**src/rtl/modexp_pkg.sv**
```systemverilog
// Shared constants and types for the modular exponentiation block.
// Depends on nothing; used by modexp_mulmod and modular_exponentiation.
package modexp_pkg;

  localparam int unsigned EXP_BITS_DEF = 63;
  localparam int unsigned MOD_BITS_DEF = 31;
  localparam logic [31:0] MODULUS_RESET = 32'd1000000007;

  // status of the serial modular multiplier
  typedef struct packed {
    logic busy;
    logic done;
  } mul_stat_t;

endpackage

```
**src/rtl/modexp_mulmod.sv**
```systemverilog
// Bit-serial interleaved modular multiplier: prod = (x * y) mod m, x < m.
// Depends on modexp_pkg for the default width and the status struct.
module modexp_mulmod #(
  parameter int unsigned W = modexp_pkg::MOD_BITS_DEF
) (
  input  logic                  clk_i,
  input  logic                  rst_ni,
  input  logic                  start_i,
  input  logic [W-1:0]          x_i,
  input  logic [W-1:0]          y_i,
  input  logic [W-1:0]          m_i,
  output modexp_pkg::mul_stat_t stat_o,
  output logic [W-1:0]          prod_o
);
  import modexp_pkg::*;

  localparam int unsigned CW = $clog2(W);

  logic          busy_q, done_q;
  logic [CW-1:0] cnt_q;
  logic [W-1:0]  x_q, y_q, r_q, r_d;
  logic [W:0]    dbl, dbl_red, sum, sum_red, m_ext, addend;

  // one multiplier bit per cycle, MSB first: r = 2r + y_bit * x, kept below m
  always_comb begin
    m_ext   = {1'b0, m_i};
    dbl     = {r_q, 1'b0};
    dbl_red = (dbl >= m_ext) ? dbl - m_ext : dbl;
    addend  = y_q[W-1] ? {1'b0, x_q} : '0;
    sum     = dbl_red + addend;
    sum_red = (sum >= m_ext) ? sum - m_ext : sum;
    r_d     = sum_red[W-1:0];
  end

  // sequence the W steps and pulse done after the last one
  always_ff @(posedge clk_i or negedge rst_ni) begin
    if (!rst_ni) begin
      busy_q <= 1'b0;
      done_q <= 1'b0;
      cnt_q  <= '0;
    end else if (start_i) begin
      busy_q <= 1'b1;
      done_q <= 1'b0;
      cnt_q  <= CW'(W - 1);
    end else if (busy_q) begin
      cnt_q <= cnt_q - 1'b1;
      if (cnt_q == '0) begin
        busy_q <= 1'b0;
        done_q <= 1'b1;
      end
    end else begin
      done_q <= 1'b0;
    end
  end

  // hold operands and shift the multiplier out
  always_ff @(posedge clk_i) begin
    if (start_i) begin
      x_q <= x_i;
      y_q <= y_i;
      r_q <= '0;
    end else if (busy_q) begin
      y_q <= y_q << 1;
      r_q <= r_d;
    end
  end

  assign stat_o.busy = busy_q;
  assign stat_o.done = done_q;
  assign prod_o      = r_q;

endmodule

```
**src/rtl/modular_exponentiation.sv**
```systemverilog
// Modular exponentiation block: power = base^exponent mod modulus, right-to-left
// square-and-multiply. A command is taken when start_i is high and busy_o is low;
// done_o is high for exactly one cycle with the result on power_o; the strobe cannot
// be stalled. Every modular product runs through one shared bit-serial multiplier
// that works in order: launch, MOD_BITS steps, hand-back. An item costs
// one base reduction plus one product per set exponent bit plus one squaring per
// exponent bit below the highest set bit: (ones + len) products for a nonzero exponent
// of bit length len, one product for a zero exponent, at most 2 * EXP_BITS products.
// The strobe is registered from the multiplier's done pulse for the last product.
// A zero modulus returns 0 without using the multiplier. The modulus register is
// written through the cfg channel, which is always ready; write it only while the
// block is idle.
// Depends on modexp_pkg and modexp_mulmod.
module modular_exponentiation #(
  parameter int unsigned EXP_BITS = modexp_pkg::EXP_BITS_DEF,
  parameter int unsigned MOD_BITS = modexp_pkg::MOD_BITS_DEF
) (
  input  logic                clk_i,
  input  logic                rst_ni,
  input  logic                cfg_valid_i,
  output logic                cfg_ready_o,
  input  logic [MOD_BITS-1:0] cfg_modulus_i,
  input  logic                start_i,
  output logic                busy_o,
  input  logic [MOD_BITS-1:0] base_i,
  input  logic [EXP_BITS-1:0] exponent_i,
  output logic                done_o,
  output logic [MOD_BITS-1:0] power_o
);
  import modexp_pkg::*;

  typedef enum logic [1:0] {
    ST_IDLE,
    ST_RED,
    ST_MUL,
    ST_SQR
  } state_e;

  state_e              state_q;
  logic [MOD_BITS-1:0] modulus_q;
  logic [MOD_BITS-1:0] acc_q, sq_q, power_q, opx_q, opy_q, prod, one_mod;
  logic [EXP_BITS-1:0] e_q, e_adv;
  logic                go_q, done_q;
  mul_stat_t           mul_stat;

  // modulus register, written by a cfg transfer
  assign cfg_ready_o = 1'b1;

  always_ff @(posedge clk_i or negedge rst_ni) begin
    if (!rst_ni) begin
      modulus_q <= MODULUS_RESET[MOD_BITS-1:0];
    end else if (cfg_valid_i && cfg_ready_o) begin
      modulus_q <= cfg_modulus_i;
    end
  end

  // 1 mod m: zero for a modulus of one
  assign one_mod = (modulus_q == MOD_BITS'(1)) ? '0 : MOD_BITS'(1);
  // a squaring consumes the lowest exponent bit
  assign e_adv   = (state_q == ST_SQR) ? (e_q >> 1) : e_q;

  modexp_mulmod #(
    .W(MOD_BITS)
  ) u_mulmod (
    .clk_i  (clk_i),
    .rst_ni (rst_ni),
    .start_i(go_q),
    .x_i    (opx_q),
    .y_i    (opy_q),
    .m_i    (modulus_q),
    .stat_o (mul_stat),
    .prod_o (prod)
  );

  // sequencer: reduce the base, then multiply on set bits and square up to the top set bit
  always_ff @(posedge clk_i or negedge rst_ni) begin
    if (!rst_ni) begin
      state_q <= ST_IDLE;
      go_q    <= 1'b0;
      done_q  <= 1'b0;
      acc_q   <= '0;
      sq_q    <= '0;
      e_q     <= '0;
      opx_q   <= '0;
      opy_q   <= '0;
      power_q <= '0;
    end else begin
      go_q   <= 1'b0;
      done_q <= 1'b0;
      case (state_q)
        ST_IDLE: begin
          if (start_i) begin
            if (modulus_q == '0) begin
              power_q <= '0;
              done_q  <= 1'b1;
            end else begin
              // base mod m computed as (1 mod m) * base
              acc_q   <= one_mod;
              e_q     <= exponent_i;
              opx_q   <= one_mod;
              opy_q   <= base_i;
              go_q    <= 1'b1;
              state_q <= ST_RED;
            end
          end
        end
        ST_RED, ST_SQR: begin
          if (mul_stat.done) begin
            sq_q <= prod;
            e_q  <= e_adv;
            if (e_adv == '0) begin
              power_q <= acc_q;
              done_q  <= 1'b1;
              state_q <= ST_IDLE;
            end else if (e_adv[0]) begin
              opx_q   <= acc_q;
              opy_q   <= prod;
              go_q    <= 1'b1;
              state_q <= ST_MUL;
            end else begin
              opx_q   <= prod;
              opy_q   <= prod;
              go_q    <= 1'b1;
              state_q <= ST_SQR;
            end
          end
        end
        ST_MUL: begin
          if (mul_stat.done) begin
            acc_q <= prod;
            if ((e_q >> 1) == '0) begin
              power_q <= prod;
              done_q  <= 1'b1;
              state_q <= ST_IDLE;
            end else begin
              opx_q   <= sq_q;
              opy_q   <= sq_q;
              go_q    <= 1'b1;
              state_q <= ST_SQR;
            end
          end
        end
        default: begin
          state_q <= ST_IDLE;
        end
      endcase
    end
  end

  assign busy_o  = (state_q != ST_IDLE);
  assign done_o  = done_q;
  assign power_o = power_q;

  // result is always reduced below a nonzero modulus
  a_power_reduced: assert property (@(posedge clk_i) disable iff (!rst_ni)
    done_o && (modulus_q != '0) |-> power_o < modulus_q)
    else $error("power_o not reduced below modulus");

  // an accepted command either finishes at once or keeps the block busy
  a_accept_progress: assert property (@(posedge clk_i) disable iff (!rst_ni)
    start_i && !busy_o |=> busy_o || done_o)
    else $error("accepted command dropped");

  // the multiplier only runs while the sequencer is working
  a_mul_owned: assert property (@(posedge clk_i) disable iff (!rst_ni)
    mul_stat.busy || mul_stat.done |-> busy_o)
    else $error("multiplier active while idle");

  // a result strobe never overlaps a running command
  a_done_idle: assert property (@(posedge clk_i) disable iff (!rst_ni)
    done_o |-> !busy_o)
    else $error("done_o while busy");

endmodule

```
**config.mk**
```make
export PLATFORM = sky130hd
export DESIGN_NAME = modular_exponentiation
export DESIGN_NICKNAME = d
export VERILOG_FILES = /design/src/rtl/modexp_pkg.sv /design/src/rtl/modexp_mulmod.sv /design/src/rtl/modular_exponentiation.sv
export SDC_FILE = /design/constraint.sdc
export NUM_CORES = 1
export LEC_CHECK = 0
export BUFFER_PORTS_ARGS = -buffer_cell sky130_fd_sc_hd__buf_2
export CAP_MARGIN = 10
export CORE_MARGIN = 2
export CORE_UTILIZATION = 40
export DETAILED_ROUTE_END_ITERATION = 8
export SLEW_MARGIN = 30
export SYNTH_ARGS = -nofsm -noshare
export SYNTH_HDL_FRONTEND = slang
export SYNTH_SLANG_ARGS = --single-unit
```
**constraint.sdc**
```tcl
create_clock -name clk_i -period 9.7 [get_ports clk_i]
set_input_delay 0.485 -clock clk_i [delete_from_list [all_inputs] [get_ports clk_i]]
set_output_delay 0.485 -clock clk_i [all_outputs]
set_load 0.005 [all_outputs]
```
==> results.py, run 1 <==
metrics = {
    "layout": {
        "area_growth_pct": 12.6,
        "fin_nets": 2792,
        "drive_gt1_share_pct": 13.3,
        "instances_no_fill": 3297,
    },
    "synth": {
        "syn_avg_cell_area_um2": 8.69,
        "syn_nets": 2725,
        "synthCells": 2498,
        "async_flop_share_pct": 73.7,
        "synth_most_common_cell": "nand2_1",
        "ys_seq_elements": 353,
        "yosysWarnings": 0,
        "seq_area_frac_synth_pct": 41.5,
        "yosysTopAreaCell": "dfrtp_1",
        "ys_top_cells_by_count": "344 x nand2_1, 256 x o21ai_0, 244 x dfrtp_1",
        "syn_area_um2": 21700,
        "synth_top_area_share_pct": 28.1,
        "synth_edf_count": 62,
        "ys.flop_type": "dfrtp_1",
        "synth_area_leaders": "dfrtp_1 28%, edfxtp_1 8.6%, nand2_1 5.9%",
        "synth_cell_types": 81,
    },
    "placement": {
        "dp_hpwl_mm": 46.6,
        "dp_worst_setup_slack_ns": 1.63,
        "placement.io_buffers": 161,
        "place_inst": 3214,
        "place_congestion": 0.966,
    },
    "critical_path": {
        "crit_required_ns": 10.19,
        "critPathMaxStageDelay_ns": 0.81,
        "critPathSlowestCell": "nand3_2",
        "cp-start-kind": "flip-flop",
        "crit_fanout": 38,
        "worstPathArrival_ns": 8.65,
        "worstSetupEndpointType": "flip-flop",
        "crit_type": "reg2reg",
        "reg2reg_depth": 28,
    },
    "timing": {
        "tns_ns": 0,
        "hold_slack_ns": 0.125,
        "worst_pin_slew_ns": 1.01,
        "grt_setup_unrepaired": "no",
        "final.period_utilization_pct": 84.1,
        "relSlewSlack_pct": 32.3,
        "final.setup.worst_slack_ns": 1.54,
        "finalSetupViolations": 0,
        "maxSlewViolCount": 0,
        "timing.fmax_mhz": 123,
        "finalHoldViolations": 0,
        "fin_crit_ns": 8.16,
        "finClkSkew_ns": 0.0288,
    },
    "global_routing": {
        "grt_pass1_vias": 18200,
        "grt_overflow_total": 0,
        "grt_usage_pct": 23.5,
        "grt_max_degree": 133,
        "antenna_found_initial": 5,
        "grt_pass1_wl_mm": 104,
    },
    "worst_hold_path": {
        "hold_path_class": "in2reg",
        "holdPathStages": 3,
    },
    "drt": {
        "wirelength_mm": 66.9,
        "drc_errors": 0,
        "antenna_left": 0,
        "dr.pass1.iters": 6,
        "avgViaCountPerCell": 5.78,
        "wl_per_cell_um": 20.3,
        "vias": 19100,
        "first_iter_violations": 1793,
    },
    "die": {
        "core_um2": 53700,
        "io_pins": 163,
        "die_y_um": 237,
        "rows": 85,
        "initial_core_util_pct": 40.4,
        "dieWidth_um": 237,
        "dieArea_um2": 56200,
    },
    "run_status": {
        "status": "finished clean",
    },
    "clock_network": {
        "clock-sinks": 353,
        "cts_buffers": 43,
        "cts_hold_buf": 1,
        "clkTransAtPathRegs_ns": 0.06,
        "post_cts_buffers": 0,
        "clockBufferDepth": 3,
        "htreeDepth": 2,
        "clk_latency_ns": 0.58,
        "cts_root_buffer": "clkbuf_16",
        "post_cts_resized": 0,
        "cts_tree": "yes",
    },
    "job": {
        "max_cap_viol_count": 0,
    },
}
-- through the flow --
| step | cell area, µm² | util, % |
|---|---|---|
| after floorplan | 21700 | - |
| after global placement | 23000 | 42.8 |
| after detailed placement | 23000 | 42.8 |
| after CTS | 24400 | 45.5 |
| after global routing | 24400 | 45.5 |
| final | 24400 | 45.5 |
-- metal layers --
metal | part of all wire (%) | global-route usage (%) | vias to the layer above
li1 | - | - | 9120
met4 | 2.4 | 6.87 | 6
met2 | 45 | 36.9 | 655
met5 | 0.058 | 0 | -
met3 | 6.7 | 3.57 | 91
met1 | 46 | 33.5 | 9200
-- cells by family (layout without fill, tap and decap cells) --
group | count (synthesis) | after routing | share of synthesized area (%)
compound gates | 749 | 749 | 21.4
xor+xnor | 70 | 70 | 2.82
fa+ha+maj | 98 | 98 | 5.75
buf+inv | 230 | 331 | 4.21
flops | 353 | 353 | 41.5
mux | 92 | 92 | 4.63
other cells | 1 | 3 | 0.0173
simple gates | 905 | 905 | 19.7
-- final timing paths --
path | start | end | slack (ns)
worst max-delay path | u_mulmod.prod_o[25] | u_mulmod.prod_o[26] | 1.54
worst min-delay path | cfg_modulus_i[18] | modulus_q[18] | 0.12
worst max register to register | u_mulmod.prod_o[25] | u_mulmod.prod_o[26] | 1.54
worst min register to register | opx_q[4] | u_mulmod.x_q[4] | 0.44
max in group asynchronous | rst_ni | power_o[10] | 7.48
min in group asynchronous | rst_ni | modulus_q[26] | 0.52
-- registers in the layout (all words and copies together), names as in the netlist, 5 cells and up --
signal           count
sq_q                31
u_mulmod.x_q        31
opy_q               31
u_mulmod.cnt_q       5
e_q                 63
u_mulmod.y_q        31
acc_q               31
power_o             31
modulus_q           31
u_mulmod.prod_o     31
opx_q               31
-- cells in the final DEF, fill, tap and decap left out, types with 9 or more instances in the layout --
master	instances
nor2b_1	10
and2_1	34
a211oi_1	33
nor3_1	29
a31oi_1	10
o31ai_1	10
o21ai_1	9
dfrtp_1	240
clkbuf_16	43
inv_1	68
a21o_1	29
dfstp_2	16
nand4_1	17
nor4_1	22
o21a_1	18
a221oi_1	61
nand3_1	29
and3_1	42
mux2_2	63
clkbuf_1	15
xnor2_1	40
edfxtp_1	62
mux2i_1	27
buf_4	15
nand2b_1	49
a311oi_1	9
a22o_1	31
ha_1	95
nand2_1	343
a21oi_1	204
o211ai_1	11
o21ai_0	256
dfxtp_1	31
buf_2	159
o21bai_1	14
nor2_1	232
xor2_1	30
nand3b_1	63
-- worst max-delay path, delay by kind of cell (launching register included) --
kind / cells / cell delay, ns
AO/OA/AOI/OAI: 17 / 3.87
adder cells (fa/ha/maj): 3 / 1.07
buffers and inverters: 2 / 0.55
flip-flops: 1 / 0.57
AND/OR/NAND/NOR: 6 / 2.00
-- cell type report --
type,instances,area [µm²]
fillers,5166,29300
well taps,696,871
flip-flops and latches,353,9020
inverters,69,259
multi-input cells,1915,11900
clock inverters,16,203
diodes,2,5.00
clock buffers,63,1200
repair buffers,183,1020
Power of run 1 is left out: the tool's default activity adds up to more than one toggle a clock period on the data nets, which glitch-free logic cannot reach.
==> run 2, diff against run 1 <==
Settings changed: ABC_AREA from default to 1.
Clock period 9.7 ns to 8.5 ns, I/O delays scaled along.
==> results.py, run 2 <==
metrics = {
    "critical_path": {
        "ff2ff_setup_slack_ns": 1.21,
        "crit_top_cell": "nand2_1",
        "worstPathArrival_ns": 7.76,
        "crit_required_ns": 8.97,
        "cp-start-kind": "flip-flop",
        "reg2reg_to": "u_mulmod.prod_o[30]",
        "rr_startpoint": "modulus_q[14]",
        "crit_fanout": 26,
        "critPathMaxStageDelay_ns": 0.54,
        "critPathSlowestCell": "dfstp_2",
        "worstSetupEndpointType": "flip-flop",
        "crit_type": "reg2reg",
        "reg2reg_depth": 41,
    },
    "timing": {
        "grt_setup_unrepaired": "no",
        "hold_slack_ns": 0.0513,
        "finalHoldViolations": 0,
        "tns_ns": 0,
        "final.period_utilization_pct": 85.7,
        "final.setup.worst_slack_ns": 1.21,
        "worst_pin_slew_ns": 0.941,
        "maxSlewViolCount": 0,
        "finalSetupViolations": 0,
        "relSlewSlack_pct": 37.1,
        "timing.fmax_mhz": 137,
        "finClkSkew_ns": 0.0258,
        "fin_crit_ns": 7.29,
    },
    "synth": {
        "ys_top_cells_by_count": "1144 x nand2_1, 361 x inv_1, 330 x o21ai_0",
        "synth_cell_types": 47,
        "synthMuxAreaShare_pct": 0,
        "syn_area_um2": 22800,
        "ys.flop_type": "dfrtp_1",
        "seq_area_frac_synth_pct": 39.5,
        "synth_top_area_share_pct": 26.8,
        "yosysTopAreaCell": "dfrtp_1",
        "ys_seq_elements": 353,
        "yosysWarnings": 0,
        "synth_most_common_cell": "nand2_1",
        "synth_area_leaders": "dfrtp_1 27%, nand2_1 19%, edfxtp_1 8.2%",
        "synth-simple-area-share_pct": 29.2,
        "synth_edf_count": 62,
        "yosys.area_share.adder_pct": 5.48,
        "syn_avg_cell_area_um2": 6.98,
        "synth_top_family_by_area": "simple AND/OR/NAND/NOR gates",
        "syn_nets": 3494,
        "synthCells": 3267,
        "yosys.area_share.xor_xnor_pct": 2.80,
        "synth_compound_area_share_pct": 14.2,
        "async_flop_share_pct": 73.7,
    },
    "layout": {
        "fin_nets": 3582,
        "regMostFlops": "e_q",
        "fillCellCount": 6052,
        "final_cell_area_um2": 25600,
        "final_common_cell": "nand2_1",
        "final_cell_mix": "1143 x nand2_1, 357 x inv_1, 330 x o21ai_0, 242 x dfrtp_1, 183 x nor2_1",
        "area_growth_pct": 12.3,
        "largest_reg_flops": 63,
        "drive_gt1_share_pct": 8.56,
    },
    "die": {
        "die_y_um": 243,
        "io_pins": 163,
        "initial_core_util_pct": 40.4,
        "core_um2": 56400,
        "dieWidth_um": 243,
        "dieArea_um2": 58900,
        "rows": 87,
    },
    "pwr": {
        "p_per_area_nw_per_um2": 154,
        "vdd_drop_max_v": 0.000135,
        "p_leak_nw": 12.6,
    },
    "drt": {
        "drc_errors": 0,
        "avgViaCountPerCell": 5.19,
        "wl_per_cell_um": 17.6,
        "vias": 21500,
        "first_iter_violations": 1681,
        "wirelength_mm": 73.2,
        "antenna_left": 0,
        "dr.pass1.iters": 5,
    },
    "clock_network": {
        "cts_root_buffer": "clkbuf_16",
        "clk_latency_ns": 0.60,
        "clock-sinks": 353,
        "htreeDepth": 2,
        "clockBufferDepth": 3,
        "clkTransAtPathRegs_ns": 0.06,
        "cts_tree": "yes",
        "cts_buffers": 42,
        "post_cts_resized": 0,
    },
    "worst_hold_path": {
        "hold_path_class": "in2reg",
        "holdPathStages": 3,
        "min_from": "cfg_modulus_i[16]",
        "hold_end": "modulus_q[16]",
    },
    "global_routing": {
        "grt_pass1_wl_mm": 115,
        "grt_pass1_vias": 20200,
        "grt_max_degree": 122,
        "antenna_found_initial": 1,
        "grt_overflow_total": 0,
        "grt_usage_pct": 24.5,
    },
    "placement": {
        "placement.io_buffers": 161,
        "place_congestion": 0.938,
        "dp_hpwl_mm": 53.9,
        "place_area_um2": 24200,
        "dp_worst_setup_slack_ns": 1.40,
    },
    "job": {
        "max_cap_viol_count": 0,
    },
    "run_status": {
        "status": "finished clean",
    },
}
-- run 2: changes by cell type in the layout (fill, tap and decap cells not counted), moves of 63 or more --
cell,change
nand3_1,+145
nand2_1,+800
inv_1,+289
a21oi_1,-67
mux2_2,-63
o21ai_0,+74
-- run 2: worst max-delay path by stage --
| stage | end | from | slack (ns) | cells past startpoint |
|---|---|---|---|---|
| 6_report | u_mulmod.prod_o[30] | modulus_q[14] | 1.21 | 41 |
| 5_1_grt | u_mulmod.prod_o[14] | modulus_q[14] | 0.58 | 41 |
| 4_1_cts | u_mulmod.prod_o[30] | modulus_q[14] | 1.37 | 36 |
| 3_5_place_dp | u_mulmod.prod_o[30] | modulus_q[14] | 1.40 | 36 |
| 3_3_place_gp | u_mulmod.prod_o[22] | modulus_q[19] | 1.69 | 36 |
| 2_1_floorplan | u_mulmod.prod_o[10] | modulus_q[19] | 2.84 | 39 |
-- run 2: cell families after synthesis --
group                      after synthesis
xor gates and xnor gates                73
AOI/OAI and AO/OA                      603
DFF                                    353
buffers and inverters                  508
other                                    1
adders and majority gates               98
and+or+nand+nor                       1631
-- run 2: timing repair --
action	in CTS	in global routing
setup buffers	0	0
hold endpoints to repair	80	0
hold buffers	1	0
-- run 2: worst max-delay path, delay by kind of cell, from the launching register on --
kind | cells | cell delay (ns)
AO/OA/AOI/OAI | 2 | 0.49
flip-flops | 1 | 0.54
adder cells (fa/ha/maj) | 4 | 1.31
AND/OR/NAND/NOR | 28 | 3.90
buffers and inverters | 7 | 0.90
-- run 2: cell type report --
type	count	area (µm²)	share of cell area [%]
clock inverter	24	288	1.12
antenna	2	5.00	0.0195
multi-input combinational	2406	11800	46.2
tap	756	946	3.69
clock buffer	54	1130	4.40
timing repair buffer	189	1030	4.04
inverter	363	1370	5.34
sequential	353	9010	35.2
-- run 2: power by group --
part	internal, mW	switching (mW)
sequential	1.73	0.00618
combinational	0.112	0.230
clock	1.10	0.778
-- run 2: stage by stage --
step | total power [mW] | utilization (%) | std cells
final | 3.95 | 45.4 | 4147
after global routing | 4.11 | 45.4 | 4145
after CTS | 4.00 | 45.4 | 4145
after detailed placement | 2.11 | 42.9 | 4066
after global placement | 2.11 | 42.9 | 4066
after floorplan | 1.97 | - | 3267
-- run 2: layer usage --
metal  track usage, %  share of wire [%]
met2             39.9                 46
met3             3.41                5.0
met5                0             0.0096
met4             6.75                2.5
met1             34.2                 46
No activity file was read; power rests on OpenSTA's default activity.
